--- src/hdl/rau_pkg.sv ---
package rau_pkg;

    // operand width of every numerator and denominator
    localparam int W = 32;

    // stream payload widths (fields packed from bit 0, whole bytes)
    localparam int IN_DATA_W  = 4 * W;
    localparam int OUT_DATA_W = 2 * W;
    localparam int OP_W       = 3;

    // serial divider step counter
    localparam int CNT_W = $clog2(W);

    // request queue between front and back, power-of-two depth
    localparam int FIFO_DEPTH = 2;
    localparam int FIFO_PTR_W = (FIFO_DEPTH > 1) ? $clog2(FIFO_DEPTH) : 1;
    localparam int FIFO_CNT_W = $clog2(FIFO_DEPTH + 1);

    // opcodes as seen on the input stream
    localparam logic [OP_W-1:0] OP_ADD  = 3'd0;
    localparam logic [OP_W-1:0] OP_SUB  = 3'd1;
    localparam logic [OP_W-1:0] OP_MUL  = 3'd2;
    localparam logic [OP_W-1:0] OP_DIV  = 3'd3;
    localparam logic [OP_W-1:0] OP_SIMP = 3'd4;

    // request class decided by the front end
    typedef enum logic [2:0] {
        KIND_ADD,
        KIND_SUB,
        KIND_MUL,
        KIND_DIV,
        KIND_SIMP,
        KIND_NONE
    } kind_t;

    // one queued request
    typedef struct packed {
        kind_t              kind;
        logic signed [W-1:0] a_num;
        logic signed [W-1:0] a_den;
        logic signed [W-1:0] b_num;
        logic signed [W-1:0] b_den;
    } job_t;

    // divider control from the back end
    typedef struct packed {
        logic         start;
        logic [W-1:0] dividend;
        logic [W-1:0] divisor;
    } div_req_t;

    // divider status and results
    typedef struct packed {
        logic         done;
        logic [W-1:0] quot;
        logic [W-1:0] rem;
    } div_rsp_t;

endpackage

--- src/hdl/rau_front.sv ---
module rau_front (
    input  logic                          aclk,
    input  logic                          aresetn,
    input  logic                          s_tvalid,
    output logic                          s_tready,
    // a_num, a_den, b_num, b_den
    input  logic [rau_pkg::IN_DATA_W-1:0] s_tdata,
    // opcode
    input  logic [rau_pkg::OP_W-1:0]      s_tuser,
    output logic                          push_valid,
    output rau_pkg::job_t                 push_job,
    input  logic                          push_ready
);
    import rau_pkg::*;

    logic  valid_reg;
    job_t  job_reg;
    kind_t kind;

    // decode the opcode into a request class
    always_comb begin
        case (s_tuser)
            OP_ADD:  kind = KIND_ADD;
            OP_SUB:  kind = KIND_SUB;
            OP_MUL:  kind = KIND_MUL;
            OP_DIV:  kind = KIND_DIV;
            OP_SIMP: kind = KIND_SIMP;
            default: kind = KIND_NONE;
        endcase
    end

    // input stage is free when empty or draining into the queue
    assign s_tready   = !valid_reg || push_ready;
    assign push_valid = valid_reg;
    assign push_job   = job_reg;

    always_ff @(posedge aclk) begin
        if (!aresetn) begin
            valid_reg <= 1'b0;
        end else if (s_tready) begin
            valid_reg <= s_tvalid;
        end
    end

    // capture the classified request
    always_ff @(posedge aclk) begin
        if (s_tvalid && s_tready) begin
            job_reg.kind  <= kind;
            job_reg.a_num <= s_tdata[W-1:0];
            job_reg.a_den <= s_tdata[2*W-1:W];
            job_reg.b_num <= s_tdata[3*W-1:2*W];
            job_reg.b_den <= s_tdata[4*W-1:3*W];
        end
    end

endmodule

--- src/hdl/rau_fifo.sv ---
module rau_fifo (
    input  logic          aclk,
    input  logic          aresetn,
    input  logic          push_valid,
    input  rau_pkg::job_t push_job,
    output logic          push_ready,
    input  logic          pop,
    output logic          pop_valid,
    output rau_pkg::job_t pop_job
);
    import rau_pkg::*;

    job_t                  mem_reg [FIFO_DEPTH];
    logic [FIFO_PTR_W-1:0] wr_ptr_reg;
    logic [FIFO_PTR_W-1:0] rd_ptr_reg;
    logic [FIFO_CNT_W-1:0] count_reg;
    logic                  do_push;
    logic                  do_pop;

    assign push_ready = (count_reg != FIFO_CNT_W'(FIFO_DEPTH));
    assign pop_valid  = (count_reg != '0);
    assign pop_job    = mem_reg[rd_ptr_reg];
    assign do_push    = push_valid && push_ready;
    assign do_pop     = pop && pop_valid;

    // pointers and fill level
    always_ff @(posedge aclk) begin
        if (!aresetn) begin
            wr_ptr_reg <= '0;
            rd_ptr_reg <= '0;
            count_reg  <= '0;
        end else begin
            if (do_push) begin
                wr_ptr_reg <= wr_ptr_reg + 1'b1;
            end
            if (do_pop) begin
                rd_ptr_reg <= rd_ptr_reg + 1'b1;
            end
            if (do_push && !do_pop) begin
                count_reg <= count_reg + 1'b1;
            end else if (do_pop && !do_push) begin
                count_reg <= count_reg - 1'b1;
            end
        end
    end

    // storage
    always_ff @(posedge aclk) begin
        if (do_push) begin
            mem_reg[wr_ptr_reg] <= push_job;
        end
    end

endmodule

--- src/hdl/rau_div.sv ---
module rau_div (
    input  logic              aclk,
    input  logic              aresetn,
    input  rau_pkg::div_req_t req,
    output rau_pkg::div_rsp_t rsp
);
    import rau_pkg::*;

    logic             busy_reg;
    logic             fix_reg;
    logic             done_reg;
    logic [CNT_W-1:0] cnt_reg;
    logic [W-1:0]     quo_reg;
    logic [W-1:0]     rem_reg;
    logic [W-1:0]     dsr_reg;
    logic             neg_q_reg;
    logic             neg_r_reg;
    logic [W-1:0]     quot_reg;
    logic [W-1:0]     remo_reg;
    logic [W:0]       shifted;
    logic [W:0]       diff;
    logic             ge;
    logic [W-1:0]     mag_a;
    logic [W-1:0]     mag_b;

    // magnitudes; the most negative value maps to its unsigned weight
    assign mag_a = req.dividend[W-1] ? (W'(0) - req.dividend) : req.dividend;
    assign mag_b = req.divisor[W-1]  ? (W'(0) - req.divisor)  : req.divisor;

    // one restoring step per cycle
    assign shifted = {rem_reg, quo_reg[W-1]};
    assign diff    = shifted - {1'b0, dsr_reg};
    assign ge      = !diff[W];

    assign rsp.done = done_reg;
    assign rsp.quot = quot_reg;
    assign rsp.rem  = remo_reg;

    // control
    always_ff @(posedge aclk) begin
        if (!aresetn) begin
            busy_reg <= 1'b0;
            fix_reg  <= 1'b0;
            done_reg <= 1'b0;
            cnt_reg  <= '0;
        end else begin
            done_reg <= 1'b0;
            if (!busy_reg) begin
                if (req.start) begin
                    busy_reg <= 1'b1;
                    fix_reg  <= 1'b0;
                    cnt_reg  <= '0;
                end
            end else if (!fix_reg) begin
                if (cnt_reg == CNT_W'(W - 1)) begin
                    fix_reg <= 1'b1;
                end else begin
                    cnt_reg <= cnt_reg + 1'b1;
                end
            end else begin
                busy_reg <= 1'b0;
                done_reg <= 1'b1;
            end
        end
    end

    // datapath: load, shift-subtract, then sign fix-up
    always_ff @(posedge aclk) begin
        if (!busy_reg) begin
            if (req.start) begin
                quo_reg   <= mag_a;
                rem_reg   <= '0;
                dsr_reg   <= mag_b;
                neg_q_reg <= req.dividend[W-1] ^ req.divisor[W-1];
                neg_r_reg <= req.dividend[W-1];
            end
        end else if (!fix_reg) begin
            rem_reg <= ge ? diff[W-1:0] : shifted[W-1:0];
            quo_reg <= {quo_reg[W-2:0], ge};
        end else begin
            quot_reg <= neg_q_reg ? (W'(0) - quo_reg) : quo_reg;
            remo_reg <= neg_r_reg ? (W'(0) - rem_reg) : rem_reg;
        end
    end

endmodule

--- src/hdl/rau_back.sv ---
module rau_back (
    input  logic                           aclk,
    input  logic                           aresetn,
    output logic                           pop,
    input  logic                           pop_valid,
    input  rau_pkg::job_t                  pop_job,
    output rau_pkg::div_req_t              div_req,
    input  rau_pkg::div_rsp_t              div_rsp,
    output logic                           m_tvalid,
    input  logic                           m_tready,
    // res_num, res_den
    output logic [rau_pkg::OUT_DATA_W-1:0] m_tdata,
    // fault
    output logic                           m_tuser
);
    import rau_pkg::*;

    localparam logic [3:0] ST_IDLE     = 4'd0;
    localparam logic [3:0] ST_MUL0     = 4'd1;
    localparam logic [3:0] ST_MUL1     = 4'd2;
    localparam logic [3:0] ST_MUL2     = 4'd3;
    localparam logic [3:0] ST_SUM      = 4'd4;
    localparam logic [3:0] ST_GCD_CHK  = 4'd5;
    localparam logic [3:0] ST_GCD_WAIT = 4'd6;
    localparam logic [3:0] ST_QN_WAIT  = 4'd7;
    localparam logic [3:0] ST_QD_WAIT  = 4'd8;
    localparam logic [3:0] ST_DONE     = 4'd9;

    logic [3:0]   state_reg;
    job_t         job_reg;
    logic [W-1:0] x_reg;
    logic [W-1:0] y_reg;
    logic [W-1:0] p0_reg;
    logic [W-1:0] p1_reg;
    logic [W-1:0] p2_reg;
    logic [W-1:0] rn_reg;
    logic [W-1:0] rd_reg;
    logic         f_reg;
    logic         out_valid_reg;
    logic [W-1:0] out_num_reg;
    logic [W-1:0] out_den_reg;
    logic         out_fault_reg;
    logic [W-1:0] mul_a;
    logic [W-1:0] mul_b;
    logic [W-1:0] prod;

    assign pop      = (state_reg == ST_IDLE);
    assign m_tvalid = out_valid_reg;
    assign m_tdata  = {out_den_reg, out_num_reg};
    assign m_tuser  = out_fault_reg;

    // shared multiplier, low word of the product only
    always_comb begin
        case (state_reg)
            ST_MUL0: begin
                mul_a = job_reg.a_num;
                mul_b = (job_reg.kind == KIND_MUL) ? job_reg.b_num : job_reg.b_den;
            end
            ST_MUL1: begin
                mul_a = job_reg.a_den;
                mul_b = (job_reg.kind == KIND_MUL) ? job_reg.b_den : job_reg.b_num;
            end
            default: begin
                mul_a = job_reg.a_den;
                mul_b = job_reg.b_den;
            end
        endcase
    end
    assign prod = mul_a * mul_b;

    // divider requests: euclid remainder steps, then the two reductions
    always_comb begin
        div_req.start    = 1'b0;
        div_req.dividend = x_reg;
        div_req.divisor  = y_reg;
        case (state_reg)
            ST_GCD_CHK: begin
                if (y_reg != '0) begin
                    div_req.start = 1'b1;
                end else if (x_reg != '0) begin
                    div_req.start    = 1'b1;
                    div_req.dividend = job_reg.a_num;
                    div_req.divisor  = x_reg;
                end
            end
            ST_QN_WAIT: begin
                div_req.start    = div_rsp.done;
                div_req.dividend = job_reg.a_den;
                div_req.divisor  = x_reg;
            end
            default: begin
                div_req.start = 1'b0;
            end
        endcase
    end

    // sequencer and output register
    always_ff @(posedge aclk) begin
        if (!aresetn) begin
            state_reg     <= ST_IDLE;
            out_valid_reg <= 1'b0;
        end else begin
            if (m_tready && state_reg != ST_DONE) begin
                out_valid_reg <= 1'b0;
            end
            case (state_reg)
                ST_IDLE: begin
                    if (pop_valid) begin
                        case (pop_job.kind)
                            KIND_ADD, KIND_SUB, KIND_MUL, KIND_DIV: state_reg <= ST_MUL0;
                            KIND_SIMP: state_reg <= ST_GCD_CHK;
                            default:   state_reg <= ST_SUM;
                        endcase
                    end
                end
                ST_MUL0:  state_reg <= ST_MUL1;
                ST_MUL1:  state_reg <= ST_MUL2;
                ST_MUL2:  state_reg <= ST_SUM;
                ST_SUM:   state_reg <= ST_DONE;
                ST_GCD_CHK: begin
                    if (y_reg != '0) begin
                        state_reg <= ST_GCD_WAIT;
                    end else if (x_reg != '0) begin
                        state_reg <= ST_QN_WAIT;
                    end else begin
                        state_reg <= ST_DONE;
                    end
                end
                ST_GCD_WAIT: begin
                    if (div_rsp.done) begin
                        state_reg <= ST_GCD_CHK;
                    end
                end
                ST_QN_WAIT: begin
                    if (div_rsp.done) begin
                        state_reg <= ST_QD_WAIT;
                    end
                end
                ST_QD_WAIT: begin
                    if (div_rsp.done) begin
                        state_reg <= ST_DONE;
                    end
                end
                ST_DONE: begin
                    if (!out_valid_reg || m_tready) begin
                        out_valid_reg <= 1'b1;
                        state_reg     <= ST_IDLE;
                    end
                end
                default: state_reg <= ST_IDLE;
            endcase
        end
    end

    // datapath registers
    always_ff @(posedge aclk) begin
        case (state_reg)
            ST_IDLE: begin
                if (pop_valid) begin
                    job_reg <= pop_job;
                    x_reg   <= pop_job.a_num;
                    y_reg   <= pop_job.a_den;
                end
            end
            ST_MUL0: p0_reg <= prod;
            ST_MUL1: p1_reg <= prod;
            ST_MUL2: p2_reg <= prod;
            ST_SUM: begin
                f_reg <= 1'b0;
                case (job_reg.kind)
                    KIND_ADD: begin
                        rn_reg <= p0_reg + p1_reg;
                        rd_reg <= p2_reg;
                    end
                    KIND_SUB: begin
                        rn_reg <= p0_reg - p1_reg;
                        rd_reg <= p2_reg;
                    end
                    KIND_MUL, KIND_DIV: begin
                        rn_reg <= p0_reg;
                        rd_reg <= p1_reg;
                    end
                    default: begin
                        rn_reg <= '0;
                        rd_reg <= '0;
                    end
                endcase
            end
            ST_GCD_CHK: begin
                // zero gcd only when A is 0/0
                if (y_reg == '0 && x_reg == '0) begin
                    rn_reg <= job_reg.a_num;
                    rd_reg <= job_reg.a_den;
                    f_reg  <= 1'b1;
                end
            end
            ST_GCD_WAIT: begin
                if (div_rsp.done) begin
                    x_reg <= y_reg;
                    y_reg <= div_rsp.rem;
                end
            end
            ST_QN_WAIT: begin
                if (div_rsp.done) begin
                    rn_reg <= div_rsp.quot;
                end
            end
            ST_QD_WAIT: begin
                if (div_rsp.done) begin
                    rd_reg <= div_rsp.quot;
                    f_reg  <= 1'b0;
                end
            end
            ST_DONE: begin
                if (!out_valid_reg || m_tready) begin
                    out_num_reg   <= rn_reg;
                    out_den_reg   <= rd_reg;
                    out_fault_reg <= f_reg;
                end
            end
            default: begin
                f_reg <= f_reg;
            end
        endcase
    end

endmodule

--- src/hdl/rational_arithmetic_unit_core.sv ---
// Rational arithmetic on two fractions A = a_num/a_den and B = b_num/b_den, all
// 32-bit two's complement. Opcode 0..3 (add, subtract, multiply, divide) works by
// cross-multiplication without reduction, every product and sum wrapping to 32 bits;
// these take three passes through one shared 32x32 multiplier plus the final add.
// Opcode 4 reduces A by Euclid's gcd with truncating remainder (so the gcd, and
// hence the signs, follow C); each remainder and each of the two final quotients
// goes through the bit-serial divider. A 0/0 input to opcode 4 returns A unchanged
// with fault set in m_tuser; opcodes 5..7 return 0/0 with no fault. The front end
// accepts and decodes requests into a two-entry queue while the back end is busy,
// and a finished result waits in an output register so the next request can start.
module rational_arithmetic_unit_core (
    input  logic                           aclk,
    input  logic                           aresetn,
    input  logic                           s_tvalid,
    output logic                           s_tready,
    // a_num [31:0], a_den [63:32], b_num [95:64], b_den [127:96]
    input  logic [rau_pkg::IN_DATA_W-1:0]  s_tdata,
    // opcode
    input  logic [rau_pkg::OP_W-1:0]       s_tuser,
    output logic                           m_tvalid,
    input  logic                           m_tready,
    // res_num [31:0], res_den [63:32]
    output logic [rau_pkg::OUT_DATA_W-1:0] m_tdata,
    // fault
    output logic                           m_tuser
);
    import rau_pkg::*;

    logic     push_valid;
    logic     push_ready;
    job_t     push_job;
    logic     pop;
    logic     pop_valid;
    job_t     pop_job;
    div_req_t div_req;
    div_rsp_t div_rsp;

    // accept and classify
    rau_front u_front (
        .aclk       (aclk),
        .aresetn    (aresetn),
        .s_tvalid   (s_tvalid),
        .s_tready   (s_tready),
        .s_tdata    (s_tdata),
        .s_tuser    (s_tuser),
        .push_valid (push_valid),
        .push_job   (push_job),
        .push_ready (push_ready)
    );

    // request queue
    rau_fifo u_fifo (
        .aclk       (aclk),
        .aresetn    (aresetn),
        .push_valid (push_valid),
        .push_job   (push_job),
        .push_ready (push_ready),
        .pop        (pop),
        .pop_valid  (pop_valid),
        .pop_job    (pop_job)
    );

    // execution
    rau_back u_back (
        .aclk      (aclk),
        .aresetn   (aresetn),
        .pop       (pop),
        .pop_valid (pop_valid),
        .pop_job   (pop_job),
        .div_req   (div_req),
        .div_rsp   (div_rsp),
        .m_tvalid  (m_tvalid),
        .m_tready  (m_tready),
        .m_tdata   (m_tdata),
        .m_tuser   (m_tuser)
    );

    // serial signed divider
    rau_div u_div (
        .aclk    (aclk),
        .aresetn (aresetn),
        .req     (div_req),
        .rsp     (div_rsp)
    );

endmodule

--- config.mk ---
export PLATFORM = sky130hd
export DESIGN_NAME = rational_arithmetic_unit_core
export DESIGN_NICKNAME = d
export VERILOG_FILES = /design/src/hdl/rau_pkg.sv /design/src/hdl/rau_front.sv /design/src/hdl/rau_fifo.sv /design/src/hdl/rau_div.sv /design/src/hdl/rau_back.sv /design/src/hdl/rational_arithmetic_unit_core.sv
export SDC_FILE = /design/constraint.sdc
export NUM_CORES = 2
export LEC_CHECK = 0
export BUFFER_PORTS_ARGS = -buffer_cell sky130_fd_sc_hd__buf_4
export CORE_MARGIN = 4
export CORE_UTILIZATION = 63
export DETAILED_ROUTE_END_ITERATION = 8
export PLACE_DENSITY_LB_ADDON = 0.25
export SLEW_MARGIN = 5
export SYNTH_ARGS = -nofsm -noshare
export SYNTH_HDL_FRONTEND = slang
export SYNTH_SLANG_ARGS = --single-unit
--- constraint.sdc ---
create_clock -name aclk -period 14.39 [get_ports aclk]
set_clock_uncertainty 0.15 [all_clocks]
set_input_delay 2.1585 -clock aclk [delete_from_list [all_inputs] [get_ports aclk]]
set_output_delay 2.1585 -clock aclk [all_outputs]
set_load 0.03 [all_outputs]
# Yosys cells after proc, flatten, opt, wreduce, memory -nomap -nowiden
# Memories as Yosys holds them, arrays and structs flattened. A register that Yosys moved wholly into a read port is not among the register bits.
# Cells that the tools add are included.
dict set report word_totals {
  word_cells 195
  output_inout_bits 67
  n_memories 1
  register_bits 732
  inputBits 135
  mem_bits_rw 262
}
dict set report op_classes {
  n_mux 67
  multipliers 1
  eq_ne 31
  reduce_logical 42
  n_bitwise 2
  n_addsub 12
}
# memory words word_bits read_ports rd_ports_with_merged_regs wr line
set memory_table {}
lappend memory_table {u_fifo.mem_reg 2 131 1 1 1 rau_fifo.sv:13} ;# job_t mem_reg [FIFO_DEPTH];
# operator n
set ops {}
lappend ops {{32-bit 2-to-1 mux} 20}
lappend ops {{32-bit case mux with 3 select lines} 3}
lappend ops {{32-bit case mux with 2 select lines} 4}
lappend ops {{64-bit case mux with 2 select lines} 1}
lappend ops {{1-bit by 32-bit subtractor with 32-bit output, first input constant} 4}
lappend ops {{65-bit 2-to-1 mux} 1}
lappend ops {{32-bit logical NOT} 2}
lappend ops {{64-bit 2-to-1 mux} 1}
lappend ops {{32-bit nonzero test} 2}
lappend ops {{4-bit case mux with 10 select lines} 1}
lappend ops {{33-bit by 32-bit subtractor with 33-bit output} 1}
lappend ops {{32-bit adder} 1}
lappend ops {{32-bit by 32-bit multiplier with 32-bit output} 1}
lappend ops {{32-bit subtractor} 1}
lappend ops {{31-bit 2-to-1 mux} 1}
lappend ops {{4-bit 2-to-1 mux} 7}
lappend ops {{5-bit 2-to-1 mux} 4}
lappend ops {{3-bit by 2-bit == test with 1-bit output, second input constant} 6}
lappend ops {{1-bit 2-to-1 mux} 18}
lappend ops {{4-bit by 3-bit == test with 1-bit output, second input constant} 4}
lappend ops {{3-bit case mux with 5 select lines} 1}
lappend ops {{2-bit AND reduction} 6}
lappend ops {{3-bit AND reduction} 4}
lappend ops {{2-bit by 1-bit != test with 1-bit output, second input constant} 5}
lappend ops {{28 further kinds} 56}

# Logic depth before layout (Yosys ltp)
dict set report logic_depth {
  depth_word 8
  depth_mapped 39
  depth_no_buf 33
}

# Hierarchy
# Synthesis repeated with hierarchy kept, for this count alone.
dict set report unflattened {
  cells_unflattened 4583
  area_unflattened_um2 58821.4
}
# module seq_area_each_um2 instances area_each_um2 cells_per_inst
set by_module_without_submodules {}
lappend by_module_without_submodules {rau_back 12742.2 1 34516.9 3040}
lappend by_module_without_submodules {rau_div 5024.8 1 10224.8 972}
lappend by_module_without_submodules {rau_fifo 7967.6 1 10070.9 432}
lappend by_module_without_submodules {rau_front 3953.8 1 4008.8 139}

# Worst setup path before layout
# No wires, ideal clock.
dict set report synth_path {
  path_type {register to register}
  from {reg u_back.state_reg[1]}
  to {reg u_back.p0_reg[28] (data pin)}
  arrival_time_ns 10.729
  setup_time_ns 0.268
  period_less_slack_ns 11.147
  setup_slack_ns 3.243
  stages_incl_launch_ff 36
  t_required_ns 13.972
  path_buffers 6
  path_cell_list {dfxtp_1 clkbuf_1 nand2b_1 nor3_1 mux2i_1 buf_2 buf_2 buf_2 buf_1 mux2_2 clkbuf_1 nand2_1 fa_1 inv_1 fa_1 inv_1 fa_1 fa_1 fa_1 inv_1 fa_1 inv_1 fa_1 fa_1 inv_1 ha_1 a21o_1 a21oi_1 o21ai_0 or2_2 a311oi_1 o21ai_0 a31o_2 a21o_1 a21oi_1 xnor2_1}
}
dict set report synth_between {
  elab_chain_len 3
  elab_cells_between_ends 5
  cone_classes {mul (1); eq/ne (2); mux (2)}
}
# element line
set synth_lines {}
lappend synth_lines {{from (decl)} rau_back.sv:29} ;# logic [3:0] state_reg;
lappend synth_lines {{from (signal assigned)} rau_back.sv:100} ;# state_reg <= ST_IDLE;
lappend synth_lines {{from (signal assigned)} rau_back.sv:110} ;# KIND_ADD, KIND_SUB, KIND_MUL, KIND_DIV: state_reg <= ST_MUL0;
lappend synth_lines {{from (signal assigned)} rau_back.sv:111} ;# KIND_SIMP: state_reg <= ST_GCD_CHK;
lappend synth_lines {{4-bit by 2-bit == test with 1-bit output or 4-bit by 1-bit == test with 1-bit output (tied branches)} rau_back.sv:54} ;# case (state_reg)
lappend synth_lines {{32-bit case mux with 2 select lines or 32-bit 2-to-1 mux (tied branches)} rau_back.sv:54}
lappend synth_lines {{32-bit by 32-bit multiplier with 32-bit output (*)} rau_back.sv:69} ;# assign prod = mul_a * mul_b;
lappend synth_lines {{net u_back.prod[28]} rau_back.sv:45} ;# logic [W-1:0] prod;
lappend synth_lines {{to (signal assigned)} rau_back.sv:165} ;# ST_MUL0: p0_reg <= prod;
lappend synth_lines {{to (decl)} rau_back.sv:33} ;# logic [W-1:0] p0_reg;
# The timed path passes the listed nets; every way through them passes the cells marked *.
# A chain may end at the register's enable or synchronous reset.

# Worst setup path after layout
dict set report layout_path {
  from {reg u_back.state_reg[1]}
  to {reg u_back.p2_reg[30] (data pin)}
}
dict set report layout_between {
  elab_chain_len 3
  elab_cells_between_ends 5
  cone_classes {mul (1); eq/ne (2); mux (2)}
}
# element line
set layout_lines {}
lappend layout_lines {{4-bit by 2-bit == test with 1-bit output or 4-bit by 1-bit == test with 1-bit output (tied branches)} rau_back.sv:54}
lappend layout_lines {{32-bit case mux with 2 select lines or 32-bit 2-to-1 mux (tied branches)} rau_back.sv:54}
lappend layout_lines {{32-bit by 32-bit multiplier with 32-bit output (*)} rau_back.sv:69}
lappend layout_lines {{net u_back.prod[30]} rau_back.sv:45}
lappend layout_lines {{to (signal assigned)} rau_back.sv:167} ;# ST_MUL2: p2_reg <= prod;
lappend layout_lines {{to (decl)} rau_back.sv:35} ;# logic [W-1:0] p2_reg;
# Marks and branches as above.

==> impl_metrics.env <==
export IMPL_cpMostUsedCell="fa_1"
export IMPL_antenna_found_initial=3
export IMPL_synth_top_cell_area_share_pct=49.7
export IMPL_grt_pass1_wl_mm=237
export IMPL_finalSetupTns_ps=0
export IMPL_die_h_um=314
export IMPL_clock_path_buffers=3
export IMPL_synth_edf_count=976
export IMPL_crit_path_start_kind="flip-flop"
export IMPL_coreArea_um2=92200
export IMPL_largest_reg_flops=262
export IMPL_setup_viol_count_final=0
export IMPL_layout_nets=5650
export IMPL_final_min_clock_period_ps=10730
export IMPL_gp_congestion=0.986
export IMPL_clk_latency_ps=710
export IMPL_boundaryPins=202
export IMPL_post_cts_setup_buffer_count=0
export IMPL_grt_ovfl_total=0
export IMPL_synth_async_reset_ratio_pct=0
export IMPL_totalWireLength_mm=156
export IMPL_crit_required_ps=14660
export IMPL_numPortBuffers=201
export IMPL_drv_cap=0
export IMPL_max_freq_mhz=93.2
export IMPL_cts_tree="done"
export IMPL_synth_area_leaders="edfxtp_1 (50%), fa_1 (14%), mux2_2 (4.8%)"
export IMPL_synthesis_nets=5448
export IMPL_cts_clk_slew_worst_paths_ps=70
export IMPL_dieArea_um2=98500
export IMPL_slew_headroom_pct=14.3
export IMPL_netlist_instances=4709
export IMPL_fp_dieW_um=314
export IMPL_timing_final_max_slew_violations=0
export IMPL_ys_types=91
export IMPL_start_util_pct=63.9
export IMPL_drt_initial_drc_count=4239
export IMPL_mostFrequentLayoutCell="edfxtp_1"
export IMPL_worstPathMaxFanout=55
export IMPL_firstDrtPassIters=6
export IMPL_avgSynthCellArea_um2=12.5
export IMPL_critPathArrivalTime_ps=11000
export IMPL_grt_pass1_vias=38600
export IMPL_core_rowCount=111
export IMPL_avgRoutedWirePerCell_um=25.0
export IMPL_grt_max_degree=80
export IMPL_dp_hpwl_mm=116
export IMPL_numCtsBuffers=99
export IMPL_synth_warnings=0
export IMPL_drive_gt1_share_pct=15.7
export IMPL_hold_violations=0
export IMPL_holdCritPathClass="reg2reg"
export IMPL_rsz0062_at_grt="false"
export IMPL_gr_usage_all_layers_pct=32.2
export IMPL_drc=0
export IMPL_ant_nets=0
export IMPL_synth_flop_cell="edfxtp_1"
export IMPL_num_vias=38100
export IMPL_via_per_inst=6.12
export IMPL_clock_sinks=995
export IMPL_yosys_area_top_type="edfxtp_1"
export IMPL_synthToLayoutAreaGrowth_pct=10.9
export IMPL_ys_seq_area_share_pct=50.4
export IMPL_nFillCells=6360
export IMPL_cts_root_buf="clkbuf_16"
export IMPL_syn_area_um2=58900
export IMPL_slowest_stage="mux2i_2"
export IMPL_ys_seq_elements=995
export IMPL_end_kind="flip-flop"
export IMPL_tightest_slew_ps=1280
export IMPL_cpPeakStageDelay_ps=1070
export IMPL_cts_resized=0
export IMPL_ctsHoldBuffers=0
export IMPL_cts_htree_levels=3
export IMPL_finalCritPeriodShare_pct=74.6
export IMPL_outcome="completed"
export IMPL_final_cell_mix="edfxtp_1 (976), inv_1 (460), nor2_1 (442)"
export IMPL_post_route_util_pct=70.9
export IMPL_path_class="reg2reg"
==> kinds of logic (layout without fill, tap and decap cells) <==
group,after synthesis,in the layout,share of synthesized area (%)
xor gates and xnor gates,295,295,4.38
AOI/OAI and AO/OA,666,666,7.29
DFF,995,995,50.4
other,0,1,0
muxes,398,398,7.30
buffers and inverters,638,923,4.15
adders and majority gates,604,604,18.0
and+or+nand+nor,1113,1113,8.46
==> worst max-delay path: cells and delay by family, from the launching register on <==
family,cells,cell delay [ps]
multiplexers,2,1230
buffers and inverters,7,1630
AND/OR/NAND/NOR,4,810
adder cells (fa/ha/maj),9,4260
AO/OA/AOI/OAI,7,1710
flip-flops,1,350
XOR/XNOR,1,150
==> per-stage QoR <==
step	cells	hold WS (ps)	area, um2	setup WS [ps]
CTS	6237	264	65400	3820
floorplan	4709	250	58900	3240
finish	6238	262	65400	3660
global placement	6053	251	62100	3990
global route	6237	272	65400	3150
detailed placement	6053	255	62100	3860
==> cell usage after synthesis (all sizes together) (13+ instances only) <==
library cell and instances:
xnor2 216, a31oi 20, nand3 31, a22oi 50, o41ai 19, o211ai 31, nor3 43, nand2b 31
fa 410, buf 30, mux2 253, and3 19, o22ai 47, a21oi 166, nand2 391, clkbuf 146
dfxtp 19, nor2b 18, a21o 44, or3 27, or4 13, and2 18, o31ai 45, xor2 79
nor4 15, o21a 17, nor2 451, o21ai 151, a21boi 20, edfxtp 976, inv 461, ha 194
mux2i 145, or2 17
==> layer usage <==
layer / wire length (um) / up-vias / part of all wire (%) / track usage (%)
met5: 13 / - / 0.0083 / 0
met4: 8620 / 2 / 5.5 / 15.4
met3: 14700 / 383 / 9.4 / 5.95
li1: - / 16900 / - / -
met2: 71200 / 1939 / 46 / 49.9
met1: 61700 / 19000 / 39 / 44.5
==> worst paths after layout <==
path	from	end	slack, ps	cells after the start
hold reg to reg	u_front.push_job[101]$_DFFE_PP_	u_fifo.mem_reg[1][101]$_DFFE_PP_	260	0
setup / recovery	u_back.state_reg[1]$_SDFFE_PN0P_	u_back.p2_reg[30]$_DFFE_PP_	3660	30
hold / removal	u_front.push_job[101]$_DFFE_PP_	u_fifo.mem_reg[1][101]$_DFFE_PP_	260	0
setup reg to reg	u_back.state_reg[1]$_SDFFE_PN0P_	u_back.p2_reg[30]$_DFFE_PP_	3660	30
==> final cells by class <==
type                    count  area (um2)  area share, %
flip-flops and latches    995       29700           45.4
multi-input cells        3076       27000           41.3
clock buffers             114        2580           3.94
repair buffers            277        2080           3.18
inverters                 462        1730           2.65
well taps                1243        1560           2.38
clock inverters            70         729           1.12
diodes                      1        2.50        0.00383
Power is left out: the tool's default activity adds up to more than one toggle a clock period on the data nets, which glitch-free logic cannot reach.
